--- config.mk ---
export PLATFORM = sky130hd
export DESIGN_NAME = cardinal_spline_upsampler
export DESIGN_NICKNAME = d
export VERILOG_FILES = /design/src/hdl/cspu_pkg.sv /design/src/hdl/cardinal_spline_upsampler.sv /design/src/hdl/cspu_mac.sv
export VERILOG_INCLUDE_DIRS = /design/src /design/src/hdl
export SDC_FILE = /design/constraint.sdc
export NUM_CORES = 2
export LEC_CHECK = 0
export BUFFER_PORTS_ARGS = -buffer_cell sky130_fd_sc_hd__buf_2
export CORE_AREA = 2 2 225 227
export CTS_CLUSTER_DIAMETER = 100
export DETAILED_ROUTE_END_ITERATION = 12
export DIE_AREA = 0 0 227 229
export HOLD_SLACK_MARGIN = 0.05
export MAX_ROUTING_LAYER = met4
export PLACE_DENSITY = 0.75
export REMOVE_ABC_BUFFERS = 1
export SLEW_MARGIN = 20
export SYNTH_ARGS = -nofsm -noshare
export SYNTH_HDL_FRONTEND = slang
export SYNTH_SLANG_ARGS = --single-unit
--- constraint.sdc ---
create_clock -name clk -period 9.4 [get_ports clk]
set_clock_uncertainty 0.1 [all_clocks]
set_input_delay 1.88 -clock clk [delete_from_list [all_inputs] [get_ports clk]]
set_output_delay 1.88 -clock clk [all_outputs]
set_load 0.02 [all_outputs]
--- src/hdl/assert_macros.svh ---
// ----------------------------------------------------------------------------
// Assertion macros
// Clocked assertion shorthands used by the one RTL file that checks itself.
// ----------------------------------------------------------------------------
`ifndef ASSERT_MACROS_SVH
`define ASSERT_MACROS_SVH

// Property that must hold at every rising edge outside reset.
`define CSPU_ASSERT(lbl, prop, msg) \
  lbl: assert property (@(posedge clk) disable iff (rst) (prop)) else $error(msg);

// Consequent that must hold in the cycle after the antecedent.
`define CSPU_ASSERT_NEXT(lbl, ante, cons, msg) \
  lbl: assert property (@(posedge clk) disable iff (rst) (ante) |=> (cons)) else $error(msg);

`endif

--- src/hdl/cspu_pkg.sv ---
// ----------------------------------------------------------------------------
// Cardinal spline upsampler package
// Widths, types, the Hermite weight table and the sequencer states.
// ----------------------------------------------------------------------------
package cspu_pkg;

  localparam int MAX_POINTS = 64;
  localparam int STEPS      = 15;

  localparam int FRAC_BITS  = 15;
  localparam int ROUND_HALF = 1 << (FRAC_BITS - 1);
  localparam int SCALE_RESET = 8192;

  localparam int SEG_CAP = ((MAX_POINTS - 2) > 63) ? 63 : (MAX_POINTS - 2);
  localparam int SEG_COUNT_MAX = 127;

  localparam int STEP_W = $clog2(STEPS + 1);

  localparam longint DIVS   = STEPS + 1;
  localparam longint DIVS3  = DIVS * DIVS * DIVS;
  localparam longint TWO_D3 = 2 * DIVS3;

  typedef logic signed [15:0] knot_t;
  typedef logic signed [16:0] diff_t;
  typedef logic signed [17:0] op_t;
  typedef logic signed [35:0] prod_t;
  typedef logic signed [39:0] acc_t;
  typedef logic [STEP_W-1:0]  step_t;
  typedef logic [6:0]         seg_count_t;

  localparam step_t STEP_LAST = step_t'(STEPS);

  typedef op_t [3:0]             weight_set_t;
  typedef weight_set_t [STEPS:0] weight_rom_t;

  typedef struct packed {
    logic mul_en;
    logic acc_clear;
    logic acc_en;
  } mac_ctl_t;

  typedef enum logic [3:0] {
    ST_IDLE,
    ST_TAN_MUL,
    ST_TAN_RND,
    ST_SEG_KNOT,
    ST_PT_MUL,
    ST_PT_ACC,
    ST_PT_RND,
    ST_SEG_DONE,
    ST_FINAL
  } state_t;

  // Rounds num * 2^15 / D^3 to nearest with halves going up.
  function automatic op_t round_weight(input longint num);
    longint x;
    longint q;
    x = 2 * num * 32768 + DIVS3;
    q = x / TWO_D3;
    if ((x < 0) && ((x % TWO_D3) != 0)) begin
      q = q - 1;
    end
    return op_t'(q);
  endfunction

  // Cubic Hermite weights h00, h01, h10, h11 for u = j / (STEPS + 1).
  function automatic weight_rom_t build_weights();
    weight_rom_t rom;
    longint j1;
    longint j2;
    longint j3;
    rom = '0;
    for (int j = 1; j <= STEPS; j++) begin
      j1 = longint'(j);
      j2 = j1 * j1;
      j3 = j2 * j1;
      rom[j][0] = round_weight(2 * j3 - 3 * j2 * DIVS + DIVS3);
      rom[j][1] = round_weight(-2 * j3 + 3 * j2 * DIVS);
      rom[j][2] = round_weight(j3 - 2 * j2 * DIVS + j1 * DIVS * DIVS);
      rom[j][3] = round_weight(j3 - j2 * DIVS);
    end
    return rom;
  endfunction

  localparam weight_rom_t WEIGHT_ROM = build_weights();

  function automatic logic [5:0] seg_number(input seg_count_t count);
    if (count < seg_count_t'(SEG_CAP)) begin
      return count[5:0];
    end
    return 6'(SEG_CAP);
  endfunction

endpackage

--- src/hdl/cardinal_spline_upsampler.sv ---
// ----------------------------------------------------------------------------
// Cardinal spline upsampler
// Sequencing: a frame's first bar only stores a knot; its second stalls the input while the
//   first tangent is formed; each later bar forms a tangent and one segment, plus output stalls.
// A frame-ending bar other than a frame's first adds the closing segment and the final knot.
// Each curve point takes four multiplies, an accumulate and a rounding; a new bar is taken only in ST_IDLE.
// Reset (synchronous, rst high) clears the frame and sets tangent_scale to 8192.
// ----------------------------------------------------------------------------
`include "assert_macros.svh"

module cardinal_spline_upsampler (
  input  logic               clk,
  input  logic               rst,
  input  logic               cfg_valid,
  output logic               cfg_ready,
  input  logic [15:0]        cfg_data,
  input  logic               bar_valid,
  output logic               bar_stall,
  input  logic [15:0]        bar_height,
  input  logic               frame_end,
  output logic               point_valid,
  input  logic               point_stall,
  output logic [5:0]         segment_index,
  output logic [3:0]         step_index,
  output logic signed [15:0] curve_value,
  output logic               run_end
);

  cspu_pkg::state_t state, state_next;

  logic [15:0] tangent_scale;

  cspu_pkg::knot_t      older_knot, older_knot_next;
  cspu_pkg::knot_t      newer_knot, newer_knot_next;
  cspu_pkg::knot_t      cur_knot, cur_knot_next;
  cspu_pkg::op_t        older_tangent, older_tangent_next;
  cspu_pkg::op_t        new_tangent, new_tangent_next;
  cspu_pkg::diff_t      diff, diff_next;
  logic [1:0]           knots_seen, knots_seen_next;
  cspu_pkg::seg_count_t seg_count, seg_count_next;
  cspu_pkg::step_t      step, step_next;
  logic [1:0]           term, term_next;
  logic                 last_bar, last_bar_next;
  logic                 tan_first, tan_first_next;
  logic                 end_phase, end_phase_next;

  logic                 emit;
  logic [5:0]           emit_seg;
  logic [3:0]           emit_step;
  cspu_pkg::knot_t      emit_value;
  logic                 emit_last;

  cspu_pkg::mac_ctl_t   mac_ctl;
  cspu_pkg::op_t        mac_a, mac_b;
  cspu_pkg::op_t        mac_tangent;
  cspu_pkg::knot_t      mac_point;

  cspu_pkg::knot_t      bar_knot;
  logic                 accept;
  logic                 out_free;

  cspu_mac u_mac (
    .clk     (clk),
    .ctl     (mac_ctl),
    .op_a    (mac_a),
    .op_b    (mac_b),
    .tangent (mac_tangent),
    .point   (mac_point)
  );

  assign cfg_ready = 1'b1;
  assign bar_stall = (state != cspu_pkg::ST_IDLE);
  assign accept    = bar_valid && !bar_stall;
  assign out_free  = !point_valid || !point_stall;

  // Recentring h - 32768 is a flip of the top bit.
  assign bar_knot = cspu_pkg::knot_t'({~bar_height[15], bar_height[14:0]});

  always_comb begin
    state_next         = state;
    older_knot_next    = older_knot;
    newer_knot_next    = newer_knot;
    cur_knot_next      = cur_knot;
    older_tangent_next = older_tangent;
    new_tangent_next   = new_tangent;
    diff_next          = diff;
    knots_seen_next    = knots_seen;
    seg_count_next     = seg_count;
    step_next          = step;
    term_next          = term;
    last_bar_next      = last_bar;
    tan_first_next     = tan_first;
    end_phase_next     = end_phase;
    emit               = 1'b0;
    emit_seg           = cspu_pkg::seg_number(seg_count);
    emit_step          = 4'(step);
    emit_value         = mac_point;
    emit_last          = 1'b0;
    mac_ctl            = '0;
    mac_a              = '0;
    mac_b              = '0;

    unique case (state)
      cspu_pkg::ST_IDLE: begin
        if (accept) begin
          cur_knot_next  = bar_knot;
          last_bar_next  = frame_end;
          end_phase_next = 1'b0;
          priority if (knots_seen == 2'd0) begin
            newer_knot_next = bar_knot;
            knots_seen_next = frame_end ? 2'd0 : 2'd1;
          end else if (knots_seen == 2'd1) begin
            older_knot_next = newer_knot;
            newer_knot_next = bar_knot;
            knots_seen_next = 2'd2;
            diff_next       = cspu_pkg::diff_t'(bar_knot) - cspu_pkg::diff_t'(newer_knot);
            tan_first_next  = 1'b1;
            state_next      = cspu_pkg::ST_TAN_MUL;
          end else begin
            diff_next       = cspu_pkg::diff_t'(bar_knot) - cspu_pkg::diff_t'(older_knot);
            tan_first_next  = 1'b0;
            state_next      = cspu_pkg::ST_TAN_MUL;
          end
        end
      end
      cspu_pkg::ST_TAN_MUL: begin
        mac_a          = cspu_pkg::op_t'(diff);
        mac_b          = cspu_pkg::op_t'({2'b00, tangent_scale});
        mac_ctl.mul_en = 1'b1;
        state_next     = cspu_pkg::ST_TAN_RND;
      end
      cspu_pkg::ST_TAN_RND: begin
        if (tan_first) begin
          older_tangent_next = mac_tangent;
          if (last_bar) begin
            // A two-bar frame: the end tangent is the same one-sided difference.
            diff_next      = cspu_pkg::diff_t'(newer_knot) - cspu_pkg::diff_t'(older_knot);
            tan_first_next = 1'b0;
            end_phase_next = 1'b1;
            state_next     = cspu_pkg::ST_TAN_MUL;
          end else begin
            state_next = cspu_pkg::ST_IDLE;
          end
        end else begin
          new_tangent_next = mac_tangent;
          state_next       = cspu_pkg::ST_SEG_KNOT;
        end
      end
      cspu_pkg::ST_SEG_KNOT: begin
        if (out_free) begin
          emit       = 1'b1;
          emit_step  = 4'd0;
          emit_value = older_knot;
          step_next  = cspu_pkg::step_t'(1);
          term_next  = 2'd0;
          state_next = cspu_pkg::ST_PT_MUL;
        end
      end
      cspu_pkg::ST_PT_MUL: begin
        unique case (term)
          2'd0: mac_a = cspu_pkg::op_t'(older_knot);
          2'd1: mac_a = cspu_pkg::op_t'(newer_knot);
          2'd2: mac_a = older_tangent;
          2'd3: mac_a = new_tangent;
          default: mac_a = '0;
        endcase
        mac_b             = cspu_pkg::op_t'(cspu_pkg::WEIGHT_ROM[step][term]);
        mac_ctl.mul_en    = 1'b1;
        mac_ctl.acc_clear = (term == 2'd0);
        mac_ctl.acc_en    = (term != 2'd0);
        term_next         = term + 2'd1;
        if (term == 2'd3) begin
          state_next = cspu_pkg::ST_PT_ACC;
        end
      end
      cspu_pkg::ST_PT_ACC: begin
        mac_ctl.acc_en = 1'b1;
        state_next     = cspu_pkg::ST_PT_RND;
      end
      cspu_pkg::ST_PT_RND: begin
        if (out_free) begin
          emit      = 1'b1;
          emit_last = (step == cspu_pkg::STEP_LAST) && !last_bar;
          if (step == cspu_pkg::STEP_LAST) begin
            state_next = cspu_pkg::ST_SEG_DONE;
          end else begin
            step_next  = step + cspu_pkg::step_t'(1);
            term_next  = 2'd0;
            state_next = cspu_pkg::ST_PT_MUL;
          end
        end
      end
      cspu_pkg::ST_SEG_DONE: begin
        if (seg_count != cspu_pkg::seg_count_t'(cspu_pkg::SEG_COUNT_MAX)) begin
          seg_count_next = seg_count + cspu_pkg::seg_count_t'(1);
        end
        if (end_phase) begin
          state_next = cspu_pkg::ST_FINAL;
        end else begin
          older_knot_next    = newer_knot;
          newer_knot_next    = cur_knot;
          older_tangent_next = new_tangent;
          if (last_bar) begin
            diff_next      = cspu_pkg::diff_t'(cur_knot) - cspu_pkg::diff_t'(newer_knot);
            tan_first_next = 1'b0;
            end_phase_next = 1'b1;
            state_next     = cspu_pkg::ST_TAN_MUL;
          end else begin
            state_next = cspu_pkg::ST_IDLE;
          end
        end
      end
      cspu_pkg::ST_FINAL: begin
        if (out_free) begin
          emit               = 1'b1;
          emit_seg           = cspu_pkg::seg_number(seg_count - cspu_pkg::seg_count_t'(1));
          emit_step          = 4'd0;
          emit_value         = newer_knot;
          emit_last          = 1'b1;
          older_knot_next    = '0;
          newer_knot_next    = '0;
          older_tangent_next = '0;
          knots_seen_next    = 2'd0;
          seg_count_next     = '0;
          state_next         = cspu_pkg::ST_IDLE;
        end
      end
      default: begin
        state_next = cspu_pkg::ST_IDLE;
      end
    endcase
  end

  always_ff @(posedge clk) begin
    if (rst) begin
      state <= cspu_pkg::ST_IDLE;
    end else begin
      state <= state_next;
    end
  end

  always_ff @(posedge clk) begin
    if (rst) begin
      tangent_scale <= 16'(cspu_pkg::SCALE_RESET);
      older_knot    <= '0;
      newer_knot    <= '0;
      older_tangent <= '0;
      knots_seen    <= 2'd0;
      seg_count     <= '0;
      point_valid   <= 1'b0;
    end else begin
      if (cfg_valid && cfg_ready) begin
        tangent_scale <= cfg_data;
      end
      older_knot    <= older_knot_next;
      newer_knot    <= newer_knot_next;
      older_tangent <= older_tangent_next;
      knots_seen    <= knots_seen_next;
      seg_count     <= seg_count_next;
      point_valid   <= emit || (point_valid && point_stall);
    end
  end

  always_ff @(posedge clk) begin
    cur_knot    <= cur_knot_next;
    new_tangent <= new_tangent_next;
    diff        <= diff_next;
    step        <= step_next;
    term        <= term_next;
    last_bar    <= last_bar_next;
    tan_first   <= tan_first_next;
    end_phase   <= end_phase_next;
    if (emit) begin
      segment_index <= emit_seg;
      step_index    <= emit_step;
      curve_value   <= emit_value;
      run_end       <= emit_last;
    end
  end

  // A word is only produced into an empty or draining output register.
  `CSPU_ASSERT(a_no_overwrite, !(emit && point_valid && point_stall), "output word overwritten")
  // Any bar after the first of a frame keeps the sequencer busy.
  `CSPU_ASSERT_NEXT(a_busy_after_bar, accept && (knots_seen != 2'd0), bar_stall, "bar not processed")
  // The final knot always follows at least one segment of its frame.
  `CSPU_ASSERT(a_final_has_seg, (state != cspu_pkg::ST_FINAL) || (seg_count != '0), "final knot without segment")
  // Point steps stay within one segment.
  `CSPU_ASSERT(a_step_range, (state != cspu_pkg::ST_PT_MUL) || ((step != '0) && (step <= cspu_pkg::STEP_LAST)), "step out of range")

endmodule

--- src/hdl/cspu_mac.sv ---
// ----------------------------------------------------------------------------
// Shared multiply-accumulate unit
// One registered 18x18 multiplier feeding an accumulator, with the rounding
// of tangents and the rounding and saturation of curve points.
// ----------------------------------------------------------------------------
module cspu_mac (
  input  logic              clk,
  input  cspu_pkg::mac_ctl_t ctl,
  input  cspu_pkg::op_t     op_a,
  input  cspu_pkg::op_t     op_b,
  output cspu_pkg::op_t     tangent,
  output cspu_pkg::knot_t   point
);

  cspu_pkg::prod_t prod;
  cspu_pkg::acc_t  acc;
  cspu_pkg::prod_t prod_rnd;
  cspu_pkg::acc_t  acc_rnd;

  always_ff @(posedge clk) begin
    if (ctl.mul_en) begin
      prod <= cspu_pkg::prod_t'(op_a) * cspu_pkg::prod_t'(op_b);
    end
    if (ctl.acc_clear) begin
      acc <= '0;
    end else if (ctl.acc_en) begin
      acc <= acc + cspu_pkg::acc_t'(prod);
    end
  end

  // Arithmetic shifts give floor, so adding a half first rounds half up.
  assign prod_rnd = (prod + cspu_pkg::prod_t'(cspu_pkg::ROUND_HALF)) >>> cspu_pkg::FRAC_BITS;
  assign acc_rnd  = (acc + cspu_pkg::acc_t'(cspu_pkg::ROUND_HALF)) >>> cspu_pkg::FRAC_BITS;

  assign tangent = cspu_pkg::op_t'(prod_rnd);

  always_comb begin
    if (acc_rnd > cspu_pkg::acc_t'(32767)) begin
      point = 16'sh7fff;
    end else if (acc_rnd < -cspu_pkg::acc_t'(32768)) begin
      point = 16'sh8000;
    end else begin
      point = cspu_pkg::knot_t'(acc_rnd);
    end
  end

endmodule
==> out/results.tsv <==
metric	value	unit
path_common_cell	fa_1	
ant_nets	0	
cts_resized	0	
p_leak	13.9	nW
core	49700	µm²
die_x	227	µm
fmax	0.114	GHz
netlist-cell-type-count	81	
r2r_slack	0.65	ns
detailed_place_hpwl	66700	µm
r2r_start	term[1]	
hold_viol	0	
gp_congestion	1.01	
worstReg2RegEnd	u_mac.prod[35]	
synthCells	3302	
min_from	u_mac.acc[9]	
firstDrtPassIters	8	
post_cts_buffers	0	
slew_headroom	0.156	
port_buffers	66	
final_cell_mix	inv_1, nor2_1, nand2_1, fa_1, ha_1	
grt_max_degree	66	
status	finished clean	
synthesis.area	29000	µm²
final_layout_size_suffix_gt1_frac	0.0667	
cp_max_fo	17	
io_pins	68	
antenna_found_initial	0	
setup_violations	0	
start_util	0.583	
synth_ff_type	dfxtp_1	
p_per_area	205	nW/µm²
grt_pass1_vias	24500	
hold-path-endpoint	u_mac.acc[9]	
num_antenna_cells	0	
synth-seq-cells	277	
cp-startpoint	term[1]	
slew_viol_final	0	
p_total	0.00642	W
syn_to_final_growth	8.03	%
mostFrequentLayoutCell	inv_1	
whs_path_depth	2	
gr-total-overflow	0	
clock_path_buffers	3	
die_h	229	µm
cts_buffers	35	
cp_slowest_cell	a32oi_1	
path_clk_slew	0.06	ns
fin_crit_sh	0.930	
vdd_ir_drop_max	0.000116	V
critPathLaunchType	register	
setup_tns	0	ns
dr_wl_met3	6810	µm
htreeDepth	2	
cap_violations	0	
required	9.60	ns
wl_met2	40600	µm
rows	82	
cp.arrival	8.95	ns
drc	0	
grt_pass1_wl	135000	µm
hold_buffers	0	
vias_per_cell	6.06	
via_count	24300	
synth_area_per_cell	8.77	µm²
root_buffer	clkbuf_16	
period_minus_slack	8.75	ns
wl_per_cell	21.4	µm
worstSkewPairLatency	0.57	ns
critPathKind	reg -> reg	
synth.top_cell.area_share	0.230	
fin_nets	3883	
clkSinkCount	277	
grt_usage	0.346	
synth.largest_area_cell	fa_1	
synth_edf_count	123	
drt_iter0_drc	2476	
dieArea	52000	µm²
ys_seq_area_frac	0.234	
yosysWarnings	0	
rsz0062_at_grt	no	
yosys-top-cells-area	fa_1, edfxtp_1, dfxtp_1	
wl_met1	34400	µm
hp-class	reg -> reg	
drt_wl_total	85800	µm
cts_tree	done	
async_flop_share	0	
reg2regPathDepth	25	
cp-end-kind	register	
worst_pin_slew	1.27	ns
top_layer	met4	
slowest_delay	0.95	ns
-- worst max path at each step --
stage,end,slack (ns)
4_1_cts,u_mac.prod[35],0.78
3_5_place_dp,u_mac.prod[35],0.85
6_report,u_mac.prod[35],0.65
2_1_floorplan,u_mac.prod[34],-2.92
5_1_grt,u_mac.prod[35],0.31
3_3_place_gp,u_mac.prod[35],0.96
-- stage by stage --
step | std cells | util | cell area, µm² | setup WS, ns | hold slack (ns)
floorplan | 3149 | - | 28400 | -2.92 | 0.332
global placement | 3950 | 0.606 | 30100 | 0.962 | 0.343
detailed placement | 3950 | 0.606 | 30100 | 0.846 | 0.351
CTS | 4014 | 0.630 | 31300 | 0.781 | 0.364
global route | 4014 | 0.630 | 31300 | 0.311 | 0.383
finish | 4014 | 0.630 | 31300 | 0.654 | 0.360
-- worst max-delay path: cells and delay by family (launching register included) --
family | cells | cell delay (ns)
adders and majority gates | 8 | 3.94
AOI/OAI and AO/OA | 8 | 2.62
and+or+nand+nor | 4 | 0.72
buffers and inverters | 4 | 0.57
DFF | 1 | 0.41
xor gates and xnor gates | 1 | 0.09
-- synth_stat cells (all sizes together), types with 7 or more instances --
cell type,instances
a2111oi,7
nor2b,21
nand3b,7
a211oi,50
or3,15
clkbuf,131
or2,12
a31oi,22
o22ai,21
buf,22
nand2,341
a32o,15
a22o,8
nand4,18
nand3,69
nor2,374
o211ai,12
a21oi,185
o21bai,15
nor3,32
fa,333
nor4,8
a22oi,55
ha,197
and2,30
inv,493
a222oi,15
o31ai,13
o21ai,99
dfxtp,154
a2bb2oi,13
mux2i,30
a21o,40
nor3b,12
nand2b,30
o21a,21
and3,23
xnor2,91
a32oi,19
xor2,55
edfxtp,123
-- area by class of cell --
cell class,count,area (µm²)
clock buffers,48,986
clock inverters,16,216
fillers,4251,18400
inverters,494,1850
multi-input cells,2378,19800
flip-flops and latches,277,6780
well taps,672,841
repair buffers,129,816
-- where the power goes --
part | internal [W] | total, W | switching [W]
Combinational | 0.00112 | 0.00308 | 0.00196
Clock | 0.000832 | 0.00141 | 0.000579
Sequential | 0.00162 | 0.00193 | 0.000310
Total | 0.00357 | 0.00642 | 0.00285
-- kinds of logic after synthesis --
group,share of synthesized area
simple gates,0.153
compound gates,0.154
buf+inv,0.0848
fa+ha+maj,0.315
flops,0.234
xor+xnor,0.0441
mux,0.0154
other cells,0.000129
-- layer usage --
layer / global-route usage / up-vias
li1: - / 11000
met1: 0.446 / 12000
met2: 0.549 / 1042
met3: 0.0522 / 219
met4: 0.140 / 0
met5: - / -
No activity file was read; power rests on OpenSTA's default activity.
